`src/mipmap_pyramid_box_downsampler_unit_assert.svh`:
```
// Assertion macros for the mipmap box downsampler.
// Included by modules that carry concurrent checks; no other dependencies.
`ifndef MIPMAP_PYRAMID_BOX_DOWNSAMPLER_UNIT_ASSERT_SVH
`define MIPMAP_PYRAMID_BOX_DOWNSAMPLER_UNIT_ASSERT_SVH

// same-cycle implication
`define MMBOX_ASSERT_NOW(lbl, ante, cons, msg) \
   lbl: assert property (@(posedge clock) disable iff (reset) (ante) |-> (cons)) else $error(msg);

// next-cycle implication
`define MMBOX_ASSERT_NEXT(lbl, ante, cons, msg) \
   lbl: assert property (@(posedge clock) disable iff (reset) (ante) |=> (cons)) else $error(msg);

`endif

```
`src/mmbox_pkg.sv`:
```
// Shared types and constants for the mipmap box downsampler.
// No dependencies.
package mmbox_pkg;
   localparam int LEVEL_W = 4;
   localparam int ROW_W   = 12;
   localparam int CSR_W   = 12;
   localparam int CSR_IDX_W = 2;
   localparam logic [CSR_IDX_W-1:0] CSR_IMAGE_WIDTH  = 2'd0;
   localparam logic [CSR_IDX_W-1:0] CSR_IMAGE_HEIGHT = 2'd1;

   typedef struct packed {
      logic [7:0] red;
      logic [7:0] green;
      logic [7:0] blue;
      logic [7:0] alpha;
   } pixel_type;

   typedef struct packed {
      logic [8:0] red;
      logic [8:0] green;
      logic [8:0] blue;
      logic [8:0] alpha;
   } pair_type;

   typedef struct packed {
      logic      valid;
      pixel_type px;
   } queue_head_type;
endpackage

```
`src/mmbox_front.sv`:
```
// Input front end: two-word queue of source pixels.
// Depends on mmbox_pkg.
module mmbox_front (
   input  logic                    clock,
   input  logic                    reset,
   input  logic                    req_valid,
   output logic                    req_stall,
   input  mmbox_pkg::pixel_type    req_px,
   output mmbox_pkg::queue_head_type head,
   input  logic                    pop
);
   import mmbox_pkg::*;

   pixel_type  entry_ff [0:1];
   logic       wr_ptr_ff, wr_ptr_in;
   logic       rd_ptr_ff, rd_ptr_in;
   logic [1:0] count_ff, count_in;
   logic       push, do_pop;

   assign req_stall = (count_ff == 2'd2);
   assign push      = req_valid && !req_stall;
   assign do_pop    = pop && (count_ff != 2'd0);
   assign head.valid = (count_ff != 2'd0);
   assign head.px    = entry_ff[rd_ptr_ff];

   always_comb begin
      wr_ptr_in = push ? ~wr_ptr_ff : wr_ptr_ff;
      rd_ptr_in = do_pop ? ~rd_ptr_ff : rd_ptr_ff;
      count_in  = count_ff + 2'(push) - 2'(do_pop);
   end

   always_ff @(posedge clock) begin
      if (reset) begin
         wr_ptr_ff <= 1'b0;
         rd_ptr_ff <= 1'b0;
         count_ff  <= 2'd0;
      end else begin
         wr_ptr_ff <= wr_ptr_in;
         rd_ptr_ff <= rd_ptr_in;
         count_ff  <= count_in;
      end
   end

   always_ff @(posedge clock) begin
      if (push) begin
         entry_ff[wr_ptr_ff] <= req_px;
      end
   end
endmodule

```
`config.mk`:
```
export PLATFORM = sky130hd
export DESIGN_NAME = mmbox_front
export DESIGN_NICKNAME = d
export VERILOG_FILES = /design/src/mipmap_pyramid_box_downsampler_unit_assert.svh /design/src/mmbox_pkg.sv /design/src/mmbox_front.sv
export SDC_FILE = /design/constraint.sdc
export NUM_CORES = 1
export LEC_CHECK = 0
export BUFFER_PORTS_ARGS = -buffer_cell sky130_fd_sc_hd__buf_2
export CORE_ASPECT_RATIO = 1.2
export CORE_MARGIN = 1.5
export CORE_UTILIZATION = 51
export DETAILED_ROUTE_END_ITERATION = 8
export PLACE_DENSITY = 0.78
export SYNTH_ARGS = -nofsm -noshare
export SYNTH_HDL_FRONTEND = slang
export SYNTH_SLANG_ARGS = --single-unit
```
`constraint.sdc`:
```
create_clock -name clock -period 2.25 [get_ports clock]
set_input_delay 0.1125 -clock clock [delete_from_list [all_inputs] [get_ports clock]]
set_output_delay 0.1125 -clock clock [all_outputs]
set_load 0.03 [all_outputs]
```
# Word-level counts from Yosys, hierarchy flattened
# Memories as Yosys holds them, arrays and structs flattened. A register that Yosys moved wholly into a read port is not among the register bits.
# Index checks and enable logic that the tools add are counted.
# classes
add_sub_neg,2
eq_ne,1
mux,4
bitwise_logic,2
reduce_logical,4
# ops
cell,count
2-to-1 mux 1 bit,4
adder 2 x 1 -> 2 bit,1
== test 2 bit (second input constant),1
logical AND 1 bit,2
inverter 1 bit,2
nonzero test 2 bit,1
subtractor 2 x 1 -> 2 bit,1
logical NOT 1 bit,1
# totals
reg_bits,4
mem_bits_rw,64
inputBits,36
output_inout_bits,34
elab_cells,17
memories,1
# mem_list
name,words,word_bits,read_ports,rd_clocked_by_memory_dff,wr,line_no,text
entry_ff,2,32,1,1,1,mmbox_front.sv:14,pixel_type entry_ff [0:1];

# Depth between registers and ports, before layout
# Gate-level depths: netlist of the first run.
# logic_depth
depth_word,5
mapped_depth,8

# Worst setup path after synthesis of the first run
# No wires, ideal clock.
# synth_timing
kind,reg-to-reg
start,reg count_ff[0]
end,"mem entry_ff[0][0] in the netlist's numbering, enable pin"
setup_time_ps,387
arrival_time_ps,1537
slack_ps,326
stages_incl_launch_ff,5
path_buffers,0
path_cell_list,dfxtp_1 > nand2b_2 > inv_2 > or3_1 > inv_1
# synth_between
elab_chain_cells,5
# synth_rtl
element,line_no,text
start: declaration,mmbox_front.sv:17,"logic [1:0] count_ff, count_in;"
start signal: assignment,mmbox_front.sv:40,count_ff <= count_in;
== test 2 bit,mmbox_front.sv:20,assign req_stall = (count_ff == 2'd2);
named net req_stall,mmbox_front.sv:7,"output logic req_stall,"
logical NOT 1 bit,mmbox_front.sv:21,assign push = req_valid && !req_stall;
logical AND 1 bit,mmbox_front.sv:21,
2-to-1 mux 1 bit,mmbox_front.sv:45,if (push) begin
2-to-1 mux 1 bit (implied by the code),mmbox_front.sv:46,entry_ff[wr_ptr_ff] <= req_px;
end: declaration,mmbox_front.sv:14,
# The timed path passes the listed nets, and every way through them passes these cells.

# Worst setup path after layout of the first run
# layout_timing
start,reg count_ff[0]
end,"mem entry_ff[0][29] in the netlist's numbering, enable pin"
# layout_between
elab_chain_cells,5
# layout_rtl
element,line_no
== test 2 bit,mmbox_front.sv:20
logical NOT 1 bit,mmbox_front.sv:21
logical AND 1 bit,mmbox_front.sv:21
2-to-1 mux 1 bit,mmbox_front.sv:45
2-to-1 mux 1 bit (implied by the code),mmbox_front.sv:46
# No other way between the ends.

==> impl_metrics.toml, run 1 <==
[outcome]
status = "finished clean"

[sta]
period_share_pct = 77.8
rsz0062_at_grt = "false"
final_max_slew_viol_count = 0
worst-slew-pin-transition_ns = 0.372
period_needed_ns = 1.75
fmax_ghz = 0.571
clock_skew_ns = 0.00621
setup_violations = 0
hold_viol = 0
setup-tns-final_ns = 0
slew_headroom_pct = 75.2
hold_ws_ns = 0.173

[synth]
syn-num-nets = 164
dominantRegCellSynth = "edfxtp_1"
netlist_top_cells_count = "edfxtp_1, mux2_2, dfxtp_1"
synth_most_common_cell = "edfxtp_1"
yosysSeqAreaShare_pct = 79.5
syn_area_sq_um = 2540
netlist_instances = 126
yosys.area.top_type = "edfxtp_1"
ys_warn_count = 0
synth-seq-cells = 69
synth.distinct_cells = 21
synthDominantCellAreaShare_pct = 75.6
synth_edf_count = 64
synthArstFlopShare_pct = 0
ys_top_cells_by_area = "edfxtp_1, mux2_2, dfxtp_1, ha_1, buf_4"
avgSynthCellArea_sq_um = 20.2

[worst_setup_path]
rr_startpoint = "count_ff[0]"
cp-start-kind = "register"
crit_type = "register to register"
worstPathRequired_ns = 2.28
cp_max_fo = 25
crit_path_start = "count_ff[0]"
crit_arrival_ns = 1.78
cp-end-kind = "register"

[route]
via_per_inst = 4.93
vias = 1489
ant_nets = 0
post_drt_wl_per_cell_um = 15.6
drc = 0
postRouteWirelength_mm = 4.70
drtIter0Drc = 59
first_pass_iters = 4

[power]
p_leak_uw = 0.00139
p_per_area_nw_per_um2 = 1130
ir_drop_uv = 683

[floorplan]
die_w_um = 67.5
ioPinCount = 70
die-area_sq_um = 5420
die_h_um = 80.4
initial_core_util_pct = 54.2
coreArea_sq_um = 4700
rows = 27

[grt]
grt_max_degree = 26
overflow = 0
antenna_found_initial = 0
grt_pass1_wl_mm = 7.17
grtUsageTotal_pct = 19.0
grt_pass1_vias = 1579

[clock_network]
cts_buffers = 9
root_buffer = "clkbuf_8"
clkTransAtPathRegs_ns = 0.07
clkSinkCount = 69
postCtsSetupBuffers = 0
cts.path.max_buffers = 2
cts_tree = "built"
insertion_delay_ns = 0.33
cts_max_level = 3

[min_path]
hp-start = "req_valid"
hold_path_class = "primary input to register"

[job]
drv_cap = 0

[cells_and_area]
fin_nets = 277
antennaDiodeCount = 0
n_fill_cell = 272
layout-drive-gt1-share_pct = 50.0
syn_to_final_growth_pct = 39.4

[placement]
place.detailed.hpwl_mm = 3.01
gp_congestion = 0.653
portBuffers = 69
## per-layer routing
layer  global-route usage [%]  share of wire, %  up-vias  routed length (um)
met5                        0                 0        -                   0
met4                     11.0               2.4        0                 113
met3                     3.22               3.4        9                 158
met2                     35.5                56       48                2650
met1                     18.9                38      722                1780
li1                         -                 -      710                   -
## power breakdown
group | switching [uW] | total [uW] | internal, uW
Combinational | 730 | 1180 | 454
Sequential | 52.9 | 1650 | 1590
Clock | 440 | 1170 | 730
## registers in the layout, summed over array words and instances (netlist names), named ones only
register	cells
rd_ptr_ff	1
entry_ff	64
wr_ptr_ff	1
count_ff	2
## worst max-delay path: stages, from the launching register on
cell and delay (ns):
dfxtp_1 0.38, nand2b_2 0.17, inv_2 0.04, or3_1 0.32, inv_1 0.30, buf_12 0.24
## area by class of cell
class	count	area, sq um	share of cell area (%)
clock buffer	9	124	3.49
clock inverter	7	114	3.21
timing repair buffer	106	718	20.3
inverter	4	15.0	0.424
multi-input combinational	49	479	13.5
tap	58	72.6	2.05
sequential	69	2020	57.0
## final timing paths
check        depth (start not counted)  slack, ns         endpoint
max                                  5       0.50  entry_ff[0][29]
max reg2reg                          5       0.50  entry_ff[0][29]
min                                  4       0.17        wr_ptr_ff
min reg2reg                          2       0.49        wr_ptr_ff
## per-stage QoR
| stage | utilization [%] | power, uW | cells | area, sq um | setup WS (ns) |
|---|---|---|---|---|---|
| 3_5_place_dp | 63.4 | 2820 | 253 | 2980 | 0.502 |
| 3_3_place_gp | 63.4 | 2780 | 253 | 2980 | 0.595 |
| 5_1_grt | 75.5 | 4170 | 302 | 3540 | 0.387 |
| 4_1_cts | 75.5 | 4030 | 302 | 3540 | 0.490 |
| 2_1_floorplan | - | 2510 | 126 | 2540 | 0.326 |
| 6_report | 75.5 | 4000 | 302 | 3540 | 0.499 |
## timing repair
item,in CTS,in global routing
hold buffers,33,0
resized for setup,0,0
hold endpoints to repair,66,0
## kinds of logic after synthesis
family,synth area share (%)
muxes,14.2
adders and majority gates,0.984
xor gates and xnor gates,1.03
AOI/OAI and AO/OA,0.688
buffers and inverters,1.67
and+or+nand+nor,1.97
DFF,79.5
## placed cells by master, fill, tap and decap left out
cell           synthesis  final
xor2_1                 1      1
mux2_2                30     30
dfxtp_1                5      5
a21oi_1                1      1
or2_2                  1      1
inv_1                  3      3
xnor2_1                2      2
edfxtp_1              64     64
mux2_1                 2      2
ha_1                   2      2
nor2_1                 3      3
buf_12                 0      1
nand2_1                1      1
inv_2                  1      1
bufinv_16              0      3
clkinv_2               0      1
o21ai_0                1      1
nand2b_2               1      1
clkinv_1               0      1
nor2b_1                1      1
buf_4                  3      3
dlygate4sd3_1          0     33
and3_2                 1      1
o21a_1                 1      1
buf_2                  0     69
clkbuf_8               0      9
or3_1                  1      1
clkinvlp_4             0      2
(Power assumes the default switching activity.)
==> run 2, diff against run 1 <==
CORE_UTILIZATION = 46   (was 51)
PLACE_DENSITY = 0.74   (was 0.78)
clock period = 1.6 ns   (was 2.25 ns; I/O delays follow)
==> run 2 against run 1 <==
Count of clock-buffer cells in the layout is 1 higher. Power increased by 44%. Final cell count up 2.0%. Die area is 10% higher. Sequential share of layout area shrank 1.4 points. Fmax up 14%. Worst setup slack worse by 0.44 ns. Global-route usage down 2.3 points. Sequential cell count unchanged. Critical path depth rose by 2. Critical path type unchanged. Critical endpoint is now count_ff[1].
==> impl_metrics.toml, run 2 (synthesis results as in run 1) <==
[min_path]
min_delay_path_depth = 4
hold_end = "wr_ptr_ff"
hp-start = "req_valid"
hold_path_class = "primary input to register"

[sta]
period_share_pct = 96.3
clock_skew_ns = 0.00591
slew_headroom_pct = 85.9
hold_viol = 0
period_needed_ns = 1.54
final_max_slew_viol_count = 0
fin_ws_ns = 0.0588
setup_violations = 0
worst-slew-pin-transition_ns = 0.212
fmax_ghz = 0.649

[cells_and_area]
final_cell_mix = "buf_2, edfxtp_1, dlygate4sd3_1, mux2_2, clkbuf_8"
fin_nets = 279
n_fill_cell = 362
largest_reg_flops = 64
regMostFlops = "entry_ff"
antennaDiodeCount = 0
layout_commonest_cell = "buf_2"
layout.cells.non_filler = 308
syn_to_final_growth_pct = 43.4
layout-drive-gt1-share_pct = 52.8
reg_top3 = "entry_ff: 64 flops, count_ff: 2 flops"

[job]
drv_cap = 0

[clock_network]
insertion_delay_ns = 0.34
cts_tree = "built"
root_buffer = "clkbuf_8"
cts_buffers = 9
cts.path.max_buffers = 2
cts_max_level = 3
clkTransAtPathRegs_ns = 0.07
clkSinkCount = 69

[route]
via_per_inst = 4.85
drc = 0
drtIter0Drc = 71
first_pass_iters = 4
vias = 1493
post_drt_wl_per_cell_um = 15.6
postRouteWirelength_mm = 4.81
ant_nets = 0

[placement]
gp_congestion = 0.725
pre_cts_ws_ns = 0.0391
portBuffers = 69
place.detailed.hpwl_mm = 2.79
dp.cells = 258

[grt]
overflow = 0
grt_pass1_vias = 1590
grt_use_met3_pct = 5.28
grt_max_degree = 28
antenna_found_initial = 0
global_route.usage.met1_pct = 16.6
top_usage_layer = "met2"
grtUsageTotal_pct = 16.7
met2_usage_pct = 30.4
grt_pass1_wl_mm = 7.27

[worst_setup_path]
rr_startpoint = "count_ff[0]"
cp_max_fo = 4
worstPathRequired_ns = 1.83
reg2reg_to = "count_ff[1]"
crit_arrival_ns = 1.77
crit_type = "register to register"
ff2ff_path_depth = 7
reg2reg_slack_ns = 0.06
cp-start-kind = "register"
crit_path_start = "count_ff[0]"
cp-end-kind = "register"

[power]
p_per_area_nw_per_um2 = 1580
ir_drop_uv = 1100
p_leak_uw = 0.00141

[floorplan]
die_w_um = 70.9
die-area_sq_um = 5990
die_h_um = 84.5
initial_core_util_pct = 48.0
coreArea_sq_um = 5300
rows = 29
ioPinCount = 70

[outcome]
status = "finished clean"
-- run 2: metal layers --
metal	routed length [um]	vias to the layer above
li1	-	711
met1	1730	733
met2	2770	41
met3	200	8
met4	104	0
met5	0	-
-- run 2: area by class of cell --
cell class                 count  area [sq um]  share of cell area, %
clock buffer                  10           128                   3.50
tap                           62          77.6                   2.13
inverter                       4          21.3                  0.583
clock inverter                 6           101                   2.78
multi-input combinational     49           514                   14.1
sequential                    69          2030                   55.7
timing repair buffer         108           776                   21.3
-- run 2: worst max path at each step --
stage	endpoint	slack (ns)
global placement	count_ff[1]	0.09
CTS	head[15]	0.01
finish	count_ff[1]	0.06
global route	count_ff[1]	-0.04
detailed placement	count_ff[1]	0.04
floorplan	entry_ff[0][0]	0.02
-- run 2: power breakdown --
part | internal, uW | total (uW) | switching, uW
Clock | 1020 | 1620 | 602
Combinational | 749 | 1800 | 1050
Sequential | 2260 | 2350 | 95.1
Total | 4030 | 5770 | 1740
-- run 2: critical path, cell delays in order (launching register included) --
cell	delay (ns)
dfxtp_4	0.36
o21a_4	0.23
ha_4	0.25
inv_1	0.04
ha_2	0.17
xor2_1	0.16
xnor2_1	0.16
nor2_1	0.07
-- run 2: what timing repair did --
action | in CTS | in global routing
resized for setup | 0 | 8
endpoints found under the hold margin | 69 | 0
endpoints found under the setup margin | 0 | 11
hold buffers | 33 | 0
setup buffers | 0 | 0
-- run 2: stage by stage --
step                      util, %  hold WS, ns  instance area, sq um  setup TNS, ns  total power, uW
final                        68.9        0.162                  3650              0             5770
after global routing         68.9        0.159                  3650        -0.0437             6020
after CTS                    67.8        0.133                  3590              0             5720
after detailed placement     57.2        0.272                  3030              0             4030
after global placement       57.2        0.269                  3030              0             4000
after floorplan                 -        0.144                  2560              0             3550
==> run 3, diff against run 2 <==
ABC_AREA = 1   (was default)
CORE_UTILIZATION = 47   (was 46)
PLACE_DENSITY = 0.75   (was 0.74)
==> run 3 against run 2 <==
Hold slack worse by 0.11 ns. Area after synthesis rose by 6.7%. Die area increased by 4.2%. Global-route usage down 1.7 points. Combinational power is 7% higher. Clock power fell by 20%. Critical path type is now register to output port. Clock skew decreased by 0.00069 ns. Wire length is 5.0% lower. First-iteration DRC count rose by 49%. Core utilization decreased by 3.6 points.
==> impl_metrics.toml, run 3 <==
[outcome]
status = "finished clean"

[route]
post_drt_wl_per_cell_um = 14.2
drc = 0
postRouteWirelength_mm = 4.57
drtIter0Drc = 106
first_pass_iters = 4
vias = 1529
via_per_inst = 4.76
ant_nets = 0

[sta]
setup-tns-final_ns = 0
final_max_slew_viol_count = 0
hold_ws_ns = 0.0507
slew_headroom_pct = 81.7
period_needed_ns = 1.52
clock_skew_ns = 0.00523
setup_violations = 0
worst-slew-pin-transition_ns = 0.274
hold_viol = 0
period_share_pct = 95.2
fmax_ghz = 0.657

[cells_and_area]
layout-drive-gt1-share_pct = 47.9
final_cell_mix = "buf_2, edfxtp_1, dlygate4sd3_1, mux2_4"
reg_top3 = "entry_ff: 64 flops, count_ff: 2 flops"
n_fill_cell = 427
regMostFlops = "entry_ff"
syn_to_final_growth_pct = 35.4
largest_reg_flops = 64
final_cell_area_sq_um = 3670
utilization_pct = 65.3
layout_commonest_cell = "buf_2"
fin_nets = 291
antennaDiodeCount = 0

[grt]
grt_pass1_wl_mm = 6.75
antenna_found_initial = 0
overflow = 0
grt_max_degree = 33
grtUsageTotal_pct = 14.9
grt_pass1_vias = 1536

[floorplan]
ioPinCount = 70
die_h_um = 86.2
rows = 30
coreArea_sq_um = 5630
die-area_sq_um = 6240
die_w_um = 72.4
initial_core_util_pct = 48.2

[clock_network]
clkSinkCount = 69
root_buffer = "clkbuf_8"
cts_max_level = 3
insertion_delay_ns = 0.34
cts_buffers = 9
cts_tree = "built"
cts.path.max_buffers = 2
clkTransAtPathRegs_ns = 0.06

[synth]
avgSynthCellArea_sq_um = 19.7
netlist_top_cells_count = "edfxtp_1, mux2_4, inv_1, nor2_1, nand2_1"
synth.distinct_cells = 12
ys_top_cells_by_area = "edfxtp_1, mux2_4, dfxtp_1, buf_12, inv_1"
syn-num-nets = 176
synthArstFlopShare_pct = 0
synth-seq-cells = 69
yosysSeqAreaShare_pct = 74.5
syn_area_sq_um = 2710
synth_edf_count = 64
yosys.area.top_type = "edfxtp_1"
ys_warn_count = 0
dominantRegCellSynth = "edfxtp_1"
synth_most_common_cell = "edfxtp_1"
synthDominantCellAreaShare_pct = 70.8
netlist_instances = 138

[min_path]
hold_path_class = "primary input to register"
min_delay_path_depth = 4

[worst_setup_path]
reg2reg_to = "count_ff[1]"
worstPathRequired_ns = 1.52
rr_startpoint = "count_ff[0]"
cpPeakStageDelay_ns = 0.38
cp-start-kind = "register"
crit_chain = "buf_12 > mux2_2 > buf_2"
crit_type = "register to output port"
crit_arrival_ns = 1.44
crit_end = "head[31]"
ff2ff_path_depth = 10
crit_slowest_cell = "dfxtp_2"
cp-end-kind = "output port"
reg2reg_slack_ns = 0.11
cp_max_fo = 16

[placement]
gp_congestion = 0.646
place_area_sq_um = 3140
portBuffers = 69
place.detailed.hpwl_mm = 2.70

[power]
p_per_area_nw_per_um2 = 1530
p_total_uw = 5610
p_leak_uw = 0.00152
ir_drop_uv = 1050

[job]
drv_cap = 0
## run 3: changes by cell type in the layout (fill, tap and decap cells not counted), sizes merged, moves of 2 or more
cell,before,now
nand2,1,8
inv,3,9
nor2,3,9
clkbuf,11,14
nand3,0,3
bufinv,3,1
clkinv,3,1
xnor2,2,0
## run 3: layer usage
metal	vias up	global-route usage, %	wire length, um
met5	-	0	0
met4	0	10.3	88
met3	10	4.19	189
met2	44	25.4	2410
met1	733	15.9	1880
li1	742	-	-
## run 3: metrics by stage
| step | std cells | setup WS, ns |
|---|---|---|
| floorplan | 138 | -0.000731 |
| global placement | 272 | 0.122 |
| detailed placement | 272 | 0.0417 |
| CTS | 320 | 0.0167 |
| global route | 321 | -0.00781 |
| finish | 321 | 0.0775 |
## run 3: kinds of logic (layout without fill, tap and decap cells)
group                      count (synthesis)  count (layout)  share of synthesized area, %
adders and majority gates                  2               2                         0.922
muxes                                     32              32                          17.4
DFF                                       69              69                          74.5
AOI/OAI and AO/OA                          2               2                         0.369
and+or+nand+nor                           20              20                          2.90
buffers and inverters                     13             132                          3.87
## run 3: what timing repair did
| item | CTS | global route |
|---|---|---|
| buffers inserted | 0 | 0 |
| hold buffers | 33 | 0 |
| setup endpoints to repair | 0 | 3 |
| hold endpoints to repair | 65 | 0 |
| resized for setup | 0 | 3 |
## run 3: how the worst min path moves through the flow
| stage | from | endpoint | slack (ns) |
|---|---|---|---|
| floorplan | reset | count_ff[0] | 0.15 |
| global placement | reset | count_ff[0] | 0.25 |
| detailed placement | reset | count_ff[0] | 0.26 |
| CTS | req_valid | wr_ptr_ff | 0.02 |
| global route | pop | register | 0.05 |
| finish | pop | register | 0.05 |
## run 3: layout make-up
class	instances	area, sq um	share of cell area (%)
inverters	9	33.8	0.919
repair buffers	108	763	20.8
multi-input cells	56	599	16.3
clock buffers	13	139	3.78
well taps	64	80.1	2.18
flip-flops and latches	69	2020	55.1
clock inverters	2	35.0	0.953
## run 3: power by group
part / total, uW / internal, uW / switching [uW]
combinational: 1930 / 808 / 1130
clock: 1290 / 711 / 576
sequential: 2390 / 2290 / 94.6
total: 5610 / 3810 / 1800
## run 3: critical path, delay by kind of cell, from the launching register on
kind,cells,cell delay [ns]
buffers and inverters,2,0.37
flip-flops,1,0.38
multiplexers,1,0.35
